File: src/rtl/core/bsfr_pkg.sv
// Shared types and constants for the byte-stuffed frame receiver.
`timescale 1ns / 1ps
`default_nettype none

package bsfr_pkg;

  localparam logic [7:0] EscForStart = 8'hDC;
  localparam logic [7:0] EscForEnd   = 8'hDD;
  localparam logic [7:0] EscForEsc   = 8'hDE;

  localparam logic [7:0] StartCodeRst  = 8'hC0;
  localparam logic [7:0] EndCodeRst    = 8'hC1;
  localparam logic [7:0] EscapeCodeRst = 8'hDB;

  typedef enum logic [1:0] {
    CFG_START_CODE  = 2'd0,
    CFG_END_CODE    = 2'd1,
    CFG_ESCAPE_CODE = 2'd2,
    CFG_NONE        = 2'd3
  } cfg_idx_e;

  typedef enum logic [2:0] {
    PH_IDLE     = 3'd0,
    PH_LEN_HI   = 3'd1,
    PH_LEN_LO   = 3'd2,
    PH_PAYLOAD  = 3'd3,
    PH_CHECK    = 3'd4,
    PH_WAIT_END = 3'd5
  } phase_e;

  typedef enum logic [1:0] {
    KIND_PAYLOAD   = 2'd0,
    KIND_FRAME_OK  = 2'd1,
    KIND_SUM_ERROR = 2'd2
  } kind_e;

  typedef struct packed {
    logic [7:0] start_code;
    logic [7:0] end_code;
    logic [7:0] escape_code;
  } codes_t;

  typedef struct packed {
    logic        valid;
    kind_e       kind;
    logic [7:0]  payload_byte;
    logic [15:0] frame_length;
  } result_t;

endpackage

`default_nettype wire

File: src/rtl/core/bsfr_core.sv
// Frame state machine that decodes one received byte per step.
`timescale 1ns / 1ps
`default_nettype none

module bsfr_core
  import bsfr_pkg::*;
(
  input  wire logic       clk_i,
  input  wire logic       rst_ni,
  input  wire logic       step_i,
  input  wire logic [7:0] byte_i,
  input  wire codes_t     codes_i,
  output result_t         result_o
);

  phase_e      phase_q, phase_d;
  logic        esc_q, esc_d;
  logic [15:0] len_q, len_d;
  logic [15:0] cnt_q, cnt_d;
  logic [7:0]  sum_q, sum_d;

  logic        is_start, is_end, is_esc;
  logic [7:0]  data_byte;
  logic [15:0] cnt_inc;
  logic [7:0]  sum_inc;

  assign is_start = (byte_i == codes_i.start_code);
  assign is_end   = !is_start && (byte_i == codes_i.end_code);
  assign is_esc   = !is_start && !is_end && (byte_i == codes_i.escape_code);
  assign cnt_inc  = cnt_q + 16'd1;
  assign sum_inc  = sum_q + data_byte;

  always_comb begin
    data_byte = byte_i;
    if (esc_q) begin
      if (byte_i == EscForStart) begin
        data_byte = codes_i.start_code;
      end else if (byte_i == EscForEnd) begin
        data_byte = codes_i.end_code;
      end else if (byte_i == EscForEsc) begin
        data_byte = codes_i.escape_code;
      end
    end
  end

  always_comb begin
    phase_d = phase_q;
    esc_d   = esc_q;
    len_d   = len_q;
    cnt_d   = cnt_q;
    sum_d   = sum_q;
    if (is_start) begin
      phase_d = PH_LEN_HI;
      esc_d   = 1'b0;
    end else if (is_end) begin
      if (phase_q == PH_WAIT_END) begin
        phase_d = PH_IDLE;
      end
    end else if (is_esc) begin
      esc_d = 1'b1;
    end else begin
      esc_d = 1'b0;
      unique case (phase_q)
        PH_LEN_HI: begin
          len_d   = {data_byte, 8'd0};
          phase_d = PH_LEN_LO;
        end
        PH_LEN_LO: begin
          len_d   = {len_q[15:8], data_byte};
          cnt_d   = '0;
          sum_d   = '0;
          phase_d = ({len_q[15:8], data_byte} == 16'd0) ? PH_CHECK : PH_PAYLOAD;
        end
        PH_PAYLOAD: begin
          sum_d = sum_inc;
          cnt_d = cnt_inc;
          if (cnt_inc == len_q) begin
            phase_d = PH_CHECK;
          end
        end
        PH_CHECK: begin
          phase_d = (sum_q == data_byte) ? PH_WAIT_END : PH_IDLE;
        end
        default: begin
        end
      endcase
    end
  end

  always_comb begin
    result_o.valid        = 1'b0;
    result_o.kind         = KIND_PAYLOAD;
    result_o.payload_byte = 8'd0;
    result_o.frame_length = len_q;
    if (is_end) begin
      if (phase_q == PH_WAIT_END) begin
        result_o.valid = 1'b1;
        result_o.kind  = KIND_FRAME_OK;
      end
    end else if (!is_start && !is_esc) begin
      if (phase_q == PH_PAYLOAD) begin
        result_o.valid        = 1'b1;
        result_o.payload_byte = data_byte;
      end else if (phase_q == PH_CHECK && sum_q != data_byte) begin
        result_o.valid = 1'b1;
        result_o.kind  = KIND_SUM_ERROR;
      end
    end
  end

  always_ff @(posedge clk_i or negedge rst_ni) begin
    if (!rst_ni) begin
      phase_q <= PH_IDLE;
      esc_q   <= 1'b0;
      len_q   <= '0;
      cnt_q   <= '0;
      sum_q   <= '0;
    end else if (step_i) begin
      phase_q <= phase_d;
      esc_q   <= esc_d;
      len_q   <= len_d;
      cnt_q   <= cnt_d;
      sum_q   <= sum_d;
    end
  end

  a_start_opens_frame: assert property (@(posedge clk_i) disable iff (!rst_ni)
    step_i && is_start |=> phase_q == PH_LEN_HI && !esc_q)
    else $error("start code did not open a frame");

  a_count_below_length: assert property (@(posedge clk_i) disable iff (!rst_ni)
    phase_q == PH_PAYLOAD |-> cnt_q < len_q)
    else $error("payload count reached declared length without leaving payload");

  a_good_only_after_check: assert property (@(posedge clk_i) disable iff (!rst_ni)
    result_o.valid && result_o.kind == KIND_FRAME_OK |-> phase_q == PH_WAIT_END)
    else $error("frame good reported outside the wait for end");

  a_payload_advances_count: assert property (@(posedge clk_i) disable iff (!rst_ni)
    step_i && result_o.valid && result_o.kind == KIND_PAYLOAD |=> cnt_q == $past(cnt_inc))
    else $error("payload transaction did not advance the byte count");

endmodule

`default_nettype wire

File: src/rtl/core/byte_stuffed_frame_receiver.sv
// Top level of the byte-stuffed frame receiver with input and result registers.
// The receiver takes one byte transaction per clock cycle while rx_stall_o is low, and a byte's result
// passes from acceptance through the input register, where the frame state machine decodes the
// byte, and then the result register. A result that is held by out_stall_i stops the
// input register only when the byte behind it would also produce a result, so bytes that
// produce nothing keep flowing. Configuration writes take effect on the next cycle and are
// meant to happen while no transaction is in flight.
`timescale 1ns / 1ps
`default_nettype none

module byte_stuffed_frame_receiver
  import bsfr_pkg::*;
(
  input  wire logic        clk_i,
  input  wire logic        rst_ni,
  input  wire logic        cfg_we_i,
  input  wire logic [1:0]  cfg_idx_i,
  input  wire logic [7:0]  cfg_data_i,
  input  wire logic        rx_valid_i,
  output logic             rx_stall_o,
  input  wire logic [7:0]  rx_byte_i,
  output logic             out_valid_o,
  input  wire logic        out_stall_i,
  output logic [1:0]       kind_o,
  output logic [7:0]       payload_byte_o,
  output logic [15:0]      frame_length_o
);

  codes_t      codes_q;
  logic        in_valid_q;
  logic [7:0]  in_byte_q;
  logic        out_valid_q;
  result_t     out_q;
  result_t     core_res;
  logic        advance;
  logic        rx_accept;
  cfg_idx_e    cfg_idx;

  assign cfg_idx = cfg_idx_e'(cfg_idx_i);

  always_ff @(posedge clk_i or negedge rst_ni) begin
    if (!rst_ni) begin
      codes_q.start_code  <= StartCodeRst;
      codes_q.end_code    <= EndCodeRst;
      codes_q.escape_code <= EscapeCodeRst;
    end else if (cfg_we_i) begin
      unique case (cfg_idx)
        CFG_START_CODE:  codes_q.start_code  <= cfg_data_i;
        CFG_END_CODE:    codes_q.end_code    <= cfg_data_i;
        CFG_ESCAPE_CODE: codes_q.escape_code <= cfg_data_i;
        default: begin
        end
      endcase
    end
  end

  bsfr_core u_core (
    .clk_i    (clk_i),
    .rst_ni   (rst_ni),
    .step_i   (advance),
    .byte_i   (in_byte_q),
    .codes_i  (codes_q),
    .result_o (core_res)
  );

  assign advance    = in_valid_q && (!core_res.valid || !out_valid_q || !out_stall_i);
  assign rx_stall_o = in_valid_q && !advance;
  assign rx_accept  = rx_valid_i && !rx_stall_o;

  always_ff @(posedge clk_i or negedge rst_ni) begin
    if (!rst_ni) begin
      in_valid_q <= 1'b0;
    end else if (rx_accept) begin
      in_valid_q <= 1'b1;
    end else if (advance) begin
      in_valid_q <= 1'b0;
    end
  end

  always_ff @(posedge clk_i) begin
    if (rx_accept) begin
      in_byte_q <= rx_byte_i;
    end
  end

  always_ff @(posedge clk_i or negedge rst_ni) begin
    if (!rst_ni) begin
      out_valid_q <= 1'b0;
    end else if (advance && core_res.valid) begin
      out_valid_q <= 1'b1;
    end else if (!out_stall_i) begin
      out_valid_q <= 1'b0;
    end
  end

  always_ff @(posedge clk_i) begin
    if (advance && core_res.valid) begin
      out_q <= core_res;
    end
  end

  assign out_valid_o    = out_valid_q;
  assign kind_o         = out_q.kind;
  assign payload_byte_o = out_q.payload_byte;
  assign frame_length_o = out_q.frame_length;

endmodule

`default_nettype wire

File: config.mk
export PLATFORM = sky130hd
export DESIGN_NAME = byte_stuffed_frame_receiver
export DESIGN_NICKNAME = d
export VERILOG_FILES = /design/src/rtl/core/bsfr_pkg.sv /design/src/rtl/core/bsfr_core.sv /design/src/rtl/core/byte_stuffed_frame_receiver.sv
export SDC_FILE = /design/constraint.sdc
export NUM_CORES = 1
export LEC_CHECK = 0
export BUFFER_PORTS_ARGS = -buffer_cell sky130_fd_sc_hd__buf_2
export CAP_MARGIN = 0
export CORE_MARGIN = 5
export CORE_UTILIZATION = 30
export CTS_CLUSTER_SIZE = 40
export DETAILED_ROUTE_END_ITERATION = 10
export PLACE_DENSITY_LB_ADDON = 0.3
export SETUP_SLACK_MARGIN = 0.3
export SYNTH_ARGS = -nofsm -noshare
export SYNTH_HDL_FRONTEND = slang
export SYNTH_SLANG_ARGS = --single-unit
File: constraint.sdc
create_clock -name clk_i -period 5.21 [get_ports clk_i]
set_input_delay 1.3025 -clock clk_i [delete_from_list [all_inputs] [get_ports clk_i]]
set_output_delay 1.3025 -clock clk_i [all_outputs]
set_load 0.005 [all_outputs]
==> run_summary.xml <==
<?xml version="1.0" encoding="UTF-8"?>
<metrics>
  <group name="pwr">
    <metric name="leakagePower" unit="nW">2.73</metric>
    <metric name="worst_voltage_drop_across_the_vdd_grid" unit="mV">0.262</metric>
    <metric name="power_density" unit="nW/um^2">459</metric>
    <metric name="power" unit="mW">3.20</metric>
  </group>
  <group name="drt">
    <metric name="drt.antenna.violating_nets" unit="">0</metric>
    <metric name="route.detailed.drc" unit="">0</metric>
    <metric name="viasPerCell" unit="">5.18</metric>
    <metric name="wl" unit="mm">15.5</metric>
    <metric name="drt-initial-drc-count" unit="">365</metric>
    <metric name="drt-wirelength-per-cell" unit="um">17.4</metric>
    <metric name="detailedRoute.firstPassIterationCount" unit="">4</metric>
    <metric name="vias" unit="">4608</metric>
  </group>
  <group name="critical_path">
    <metric name="cp_data_arrival_time" unit="ns">3.39</metric>
    <metric name="cp_cell_sequence" unit="">mux2_2, o22a_1, o31ai_4, inv_1, ha_1, nor4_4, nand3_1, mux2_4, a311oi_4, nand2b_4, nor2_1, buf_2</metric>
    <metric name="reg2reg_depth" unit="">12</metric>
    <metric name="worst-setup-path-type" unit="">flop to primary output</metric>
    <metric name="crit_path_max_fanout" unit="">5</metric>
    <metric name="max_stage_delay" unit="ns">0.43</metric>
    <metric name="r2r-start" unit="">in_byte_q[0]$_DFFE_PP_</metric>
    <metric name="critical_path.slowest_cell" unit="">sky130_fd_sc_hd__edfxtp_1</metric>
    <metric name="timing.reg2reg.setup_slack" unit="ns">1.58</metric>
    <metric name="cp-start-kind" unit="">flop</metric>
    <metric name="rr_endpoint" unit="">in_byte_q[2]$_DFFE_PP_</metric>
    <metric name="worst_ep_required_time" unit="ns">3.91</metric>
    <metric name="worstSetupEndpointType" unit="">primary output</metric>
  </group>
  <group name="sta">
    <metric name="grt_setup_unrepaired" unit="">no</metric>
    <metric name="drv_slew" unit="">0</metric>
    <metric name="finalHoldViolCount" unit="">0</metric>
    <metric name="worst_clock_skew" unit="ns">0.0115</metric>
    <metric name="tightest_slew" unit="ns">1.22</metric>
    <metric name="slew_headroom" unit="%">17.6</metric>
    <metric name="finalSetupTns" unit="ns">0</metric>
    <metric name="finalCriticalPeriod" unit="ns">4.70</metric>
    <metric name="setup_viol" unit="">0</metric>
    <metric name="period_share" unit="%">90.1</metric>
    <metric name="fin_worst_hold_slack" unit="ns">0.490</metric>
    <metric name="max_freq" unit="MHz">213</metric>
  </group>
  <group name="clocking">
    <metric name="cts-htree-levels" unit="">3</metric>
    <metric name="insertion_delay" unit="ns">0.36</metric>
    <metric name="clk_transition_reported_paths" unit="ns">0.07</metric>
    <metric name="cts-root-buf" unit="">sky130_fd_sc_hd__clkbuf_16</metric>
    <metric name="clock-sinks" unit="">104</metric>
    <metric name="cts-buffers-inserted" unit="">9</metric>
    <metric name="cts.path.max_buffers" unit="">2</metric>
    <metric name="postCtsHoldBufs" unit="">0</metric>
    <metric name="tritoncts" unit="">yes</metric>
  </group>
  <group name="logic_synthesis">
    <metric name="synth_edf_count" unit="">34</metric>
    <metric name="netlist_instances" unit="">562</metric>
    <metric name="ys_seq_area_share" unit="%">47.1</metric>
    <metric name="synth.lib_cells_used.distinct" unit="">81</metric>
    <metric name="yosys_warn_count" unit="">0</metric>
    <metric name="ys.flop_type" unit="">sky130_fd_sc_hd__dfrtp_1</metric>
    <metric name="syn-num-nets" unit="">594</metric>
    <metric name="proportion_of_register_bits_with_asynchronous_set_or_reset_after_synthesis" unit="%">67.3</metric>
    <metric name="syn_avg_cell_area" unit="um^2">10.5</metric>
    <metric name="syn-cell-area" unit="um^2">5920</metric>
    <metric name="postSynthRegisterBits" unit="">104</metric>
  </group>
  <group name="worst_hold_path">
    <metric name="hold_end" unit="">u_core.sum_q[2]$_DFFE_PN0P_</metric>
    <metric name="min_from" unit="">u_core.sum_q[2]$_DFFE_PN0P_</metric>
    <metric name="min-delay-path-class" unit="">flop to flop</metric>
    <metric name="hold_path_depth" unit="">2</metric>
  </group>
  <group name="global_routing">
    <metric name="first_global_vias" unit="">4562</metric>
    <metric name="track_usage" unit="%">13.9</metric>
    <metric name="grt_max_degree" unit="">43</metric>
    <metric name="antenna_found_initial" unit="">0</metric>
    <metric name="grt-ovfl-total" unit="">0</metric>
    <metric name="grt_first_pass_wirelength" unit="mm">24.8</metric>
  </group>
  <group name="layout">
    <metric name="area.growth.synth_to_final" unit="%">18.0</metric>
    <metric name="drive_gt1_share" unit="%">26.7</metric>
    <metric name="antenna_cells_inserted" unit="">0</metric>
    <metric name="fillerInstances" unit="">1949</metric>
    <metric name="layout.nets" unit="">652</metric>
    <metric name="final_cell_count_no_fill" unit="">890</metric>
  </group>
  <group name="floorplan">
    <metric name="std_cell_rows" unit="">51</metric>
    <metric name="core" unit="um^2">19500</metric>
    <metric name="start_util" unit="%">30.4</metric>
    <metric name="die-area" unit="um^2">22600</metric>
    <metric name="die_w" unit="um">150</metric>
    <metric name="io-pin-count" unit="">51</metric>
    <metric name="die_h" unit="um">150</metric>
  </group>
  <group name="place">
    <metric name="finalWeightedCongestion" unit="">0.922</metric>
    <metric name="placed_cells" unit="">857</metric>
    <metric name="io_buffer_count" unit="">50</metric>
    <metric name="hpwl_detailed" unit="mm">11.6</metric>
  </group>
  <group name="run_status">
    <metric name="run_status" unit="">complete, no violations</metric>
  </group>
  <group name="flow_run">
    <metric name="maxCapViolations" unit="">0</metric>
  </group>
</metrics>
==> how the worst max path moves through the flow <==
stage	start	endpoint	slack, ns
floorplan	in_byte_q[0]$_DFFE_PP_	rx_stall_o	0.94
CTS	in_byte_q[0]$_DFFE_PP_	rx_stall_o	0.33
global route	in_byte_q[0]$_DFFE_PP_	rx_stall_o	0.31
global placement	in_byte_q[5]$_DFFE_PP_	rx_stall_o	0.58
finish	in_byte_q[0]$_DFFE_PP_	rx_stall_o	0.51
detailed placement	in_byte_q[4]$_DFFE_PP_	rx_stall_o	0.50
==> worst max-delay path, delay by kind of cell, from the launching register on <==
family / cells / cell delay, ns
and+or+nand+nor: 4 / 0.65
DFF: 1 / 0.43
AOI/OAI and AO/OA: 3 / 0.71
buffers and inverters: 2 / 0.21
adders and majority gates: 1 / 0.36
muxes: 2 / 0.67
==> layer usage <==
metal  routed length, um  vias up  GRT usage (%)  share of wire, %
li1                    -     2203              -                 -
met1                6960     2250           18.2                45
met2                7590      137           23.7                49
met3                 721       18           2.68               4.6
met4                 247        0           3.75               1.6
met5                   0        -              0                 0
==> placed cells by master (no fill, tap or decap), types with 4 or more instances in the layout <==
| cell | netlist | layout |
|---|---|---|
| sky130_fd_sc_hd__xnor2_1 | 35 | 35 |
| sky130_fd_sc_hd__a22o_1 | 10 | 10 |
| sky130_fd_sc_hd__o21a_1 | 4 | 4 |
| sky130_fd_sc_hd__o21ai_0 | 19 | 18 |
| sky130_fd_sc_hd__dfstp_2 | 11 | 11 |
| sky130_fd_sc_hd__and3_1 | 6 | 6 |
| sky130_fd_sc_hd__o31ai_1 | 23 | 23 |
| sky130_fd_sc_hd__inv_1 | 17 | 17 |
| sky130_fd_sc_hd__clkbuf_16 | 0 | 10 |
| sky130_fd_sc_hd__buf_4 | 3 | 27 |
| sky130_fd_sc_hd__edfxtp_1 | 34 | 34 |
| sky130_fd_sc_hd__nand2b_1 | 10 | 9 |
| sky130_fd_sc_hd__dfrtp_1 | 59 | 59 |
| sky130_fd_sc_hd__a31oi_1 | 4 | 4 |
| sky130_fd_sc_hd__nor3_1 | 12 | 11 |
| sky130_fd_sc_hd__and2_1 | 5 | 5 |
| sky130_fd_sc_hd__ha_1 | 8 | 8 |
| sky130_fd_sc_hd__mux2i_1 | 4 | 4 |
| sky130_fd_sc_hd__o21ai_1 | 11 | 10 |
| sky130_fd_sc_hd__a21oi_1 | 11 | 10 |
| sky130_fd_sc_hd__or3_1 | 7 | 6 |
| sky130_fd_sc_hd__nand2_1 | 52 | 52 |
| sky130_fd_sc_hd__o211ai_1 | 5 | 5 |
| sky130_fd_sc_hd__mux2_2 | 29 | 29 |
| sky130_fd_sc_hd__nor4_1 | 9 | 8 |
| sky130_fd_sc_hd__nand4_1 | 15 | 15 |
| sky130_fd_sc_hd__nand3_1 | 12 | 11 |
| sky130_fd_sc_hd__nand3b_1 | 6 | 6 |
| sky130_fd_sc_hd__or2_2 | 4 | 4 |
| sky130_fd_sc_hd__o31a_1 | 5 | 5 |
| sky130_fd_sc_hd__xor2_1 | 9 | 9 |
| sky130_fd_sc_hd__buf_2 | 10 | 50 |
| sky130_fd_sc_hd__nor2_1 | 30 | 29 |
| sky130_fd_sc_hd__nor2b_1 | 7 | 7 |
==> cells in the mapped netlist (all sizes together), types with 2 or more instances <==
cell	count	area (um^2)
nand3b	7	65.1
nor3b	2	15.0
ha	8	100
nand4	19	153
o21ai	30	150
dfrtp	59	1480
and2	5	31.3
o31a	5	43.8
buf	15	87.6
a32oi	2	17.5
or3	7	43.8
a311oi	2	17.5
inv	18	67.6
o211ai	5	37.5
nor2b	7	43.8
dfstp	11	289
a21o	3	22.5
a21oi	12	71.3
o21bai	3	22.5
o21a	4	30.0
nand2b	10	62.6
a31oi	4	25.0
nand2	52	195
mux2i	4	40.0
and3b	2	17.5
mux2	30	342
nor4	10	68.8
edfxtp	34	1020
xor2	9	78.8
o31ai	24	185
or2	5	31.3
nor3	14	86.3
o22a	2	17.5
o311ai	2	17.5
a22o	10	87.6
and3	6	37.5
or4	2	18.8
nor2	32	130
nand3	14	80.1
xnor2	36	323
o221ai	2	17.5
a41oi	2	17.5
clkbuf	15	56.3
==> kinds of logic after synthesis <==
kind of cell | count (synthesis) | share of synthesized area, %
buf+inv | 48 | 3.57
simple gates | 197 | 18.7
fa+ha+maj | 10 | 2.20
flops | 104 | 47.1
compound gates | 124 | 15.2
mux | 34 | 6.45
xor+xnor | 45 | 6.79
==> through the flow <==
stage | worst slack [ns] | instance area [um^2] | util [%]
3_3_place_gp | 0.576 | 6440 | 33.1
4_1_cts | 0.334 | 6850 | 35.2
6_report | 0.514 | 6980 | 35.9
3_5_place_dp | 0.502 | 6440 | 33.1
5_1_grt | 0.314 | 6980 | 35.9
2_1_floorplan | 0.942 | 5920 | -
==> area by class of cell <==
class	instances	area (um^2)	share of cell area, %
clock buffers	10	250	3.58
clock inverters	6	81.3	1.16
well taps	265	332	4.75
flip-flops and latches	104	2790	39.9
repair buffers	77	453	6.49
inverters	18	67.6	0.968
multi-input cells	410	3010	43.1
==> power breakdown <==
part | switching [mW] | internal, mW | total (mW)
sequential | 0.219 | 1.09 | 1.31
clock | 0.325 | 0.412 | 0.737
combinational | 0.664 | 0.487 | 1.15
total | 1.21 | 1.99 | 3.20
==> flip-flops by register name, indices dropped and copies added, names as in the netlist <==
name / cells
frame_length_o: 16
in_byte_q: 8
out_valid_o: 1
u_core.esc_q: 1
kind_o: 2
u_core.len_q: 16
payload_byte_o: 8
codes_q: 24
u_core.sum_q: 8
u_core.cnt_q: 16
in_valid_q: 1
u_core.phase_q: 3
==> what timing repair did <==
action | in CTS | in global routing
setup endpoints to repair | 1 | 1
buffers inserted | 7 | 10
gates resized for setup | 6 | 9
endpoints found under the hold margin | 0 | 0
Power figures use the tool's default switching activity.
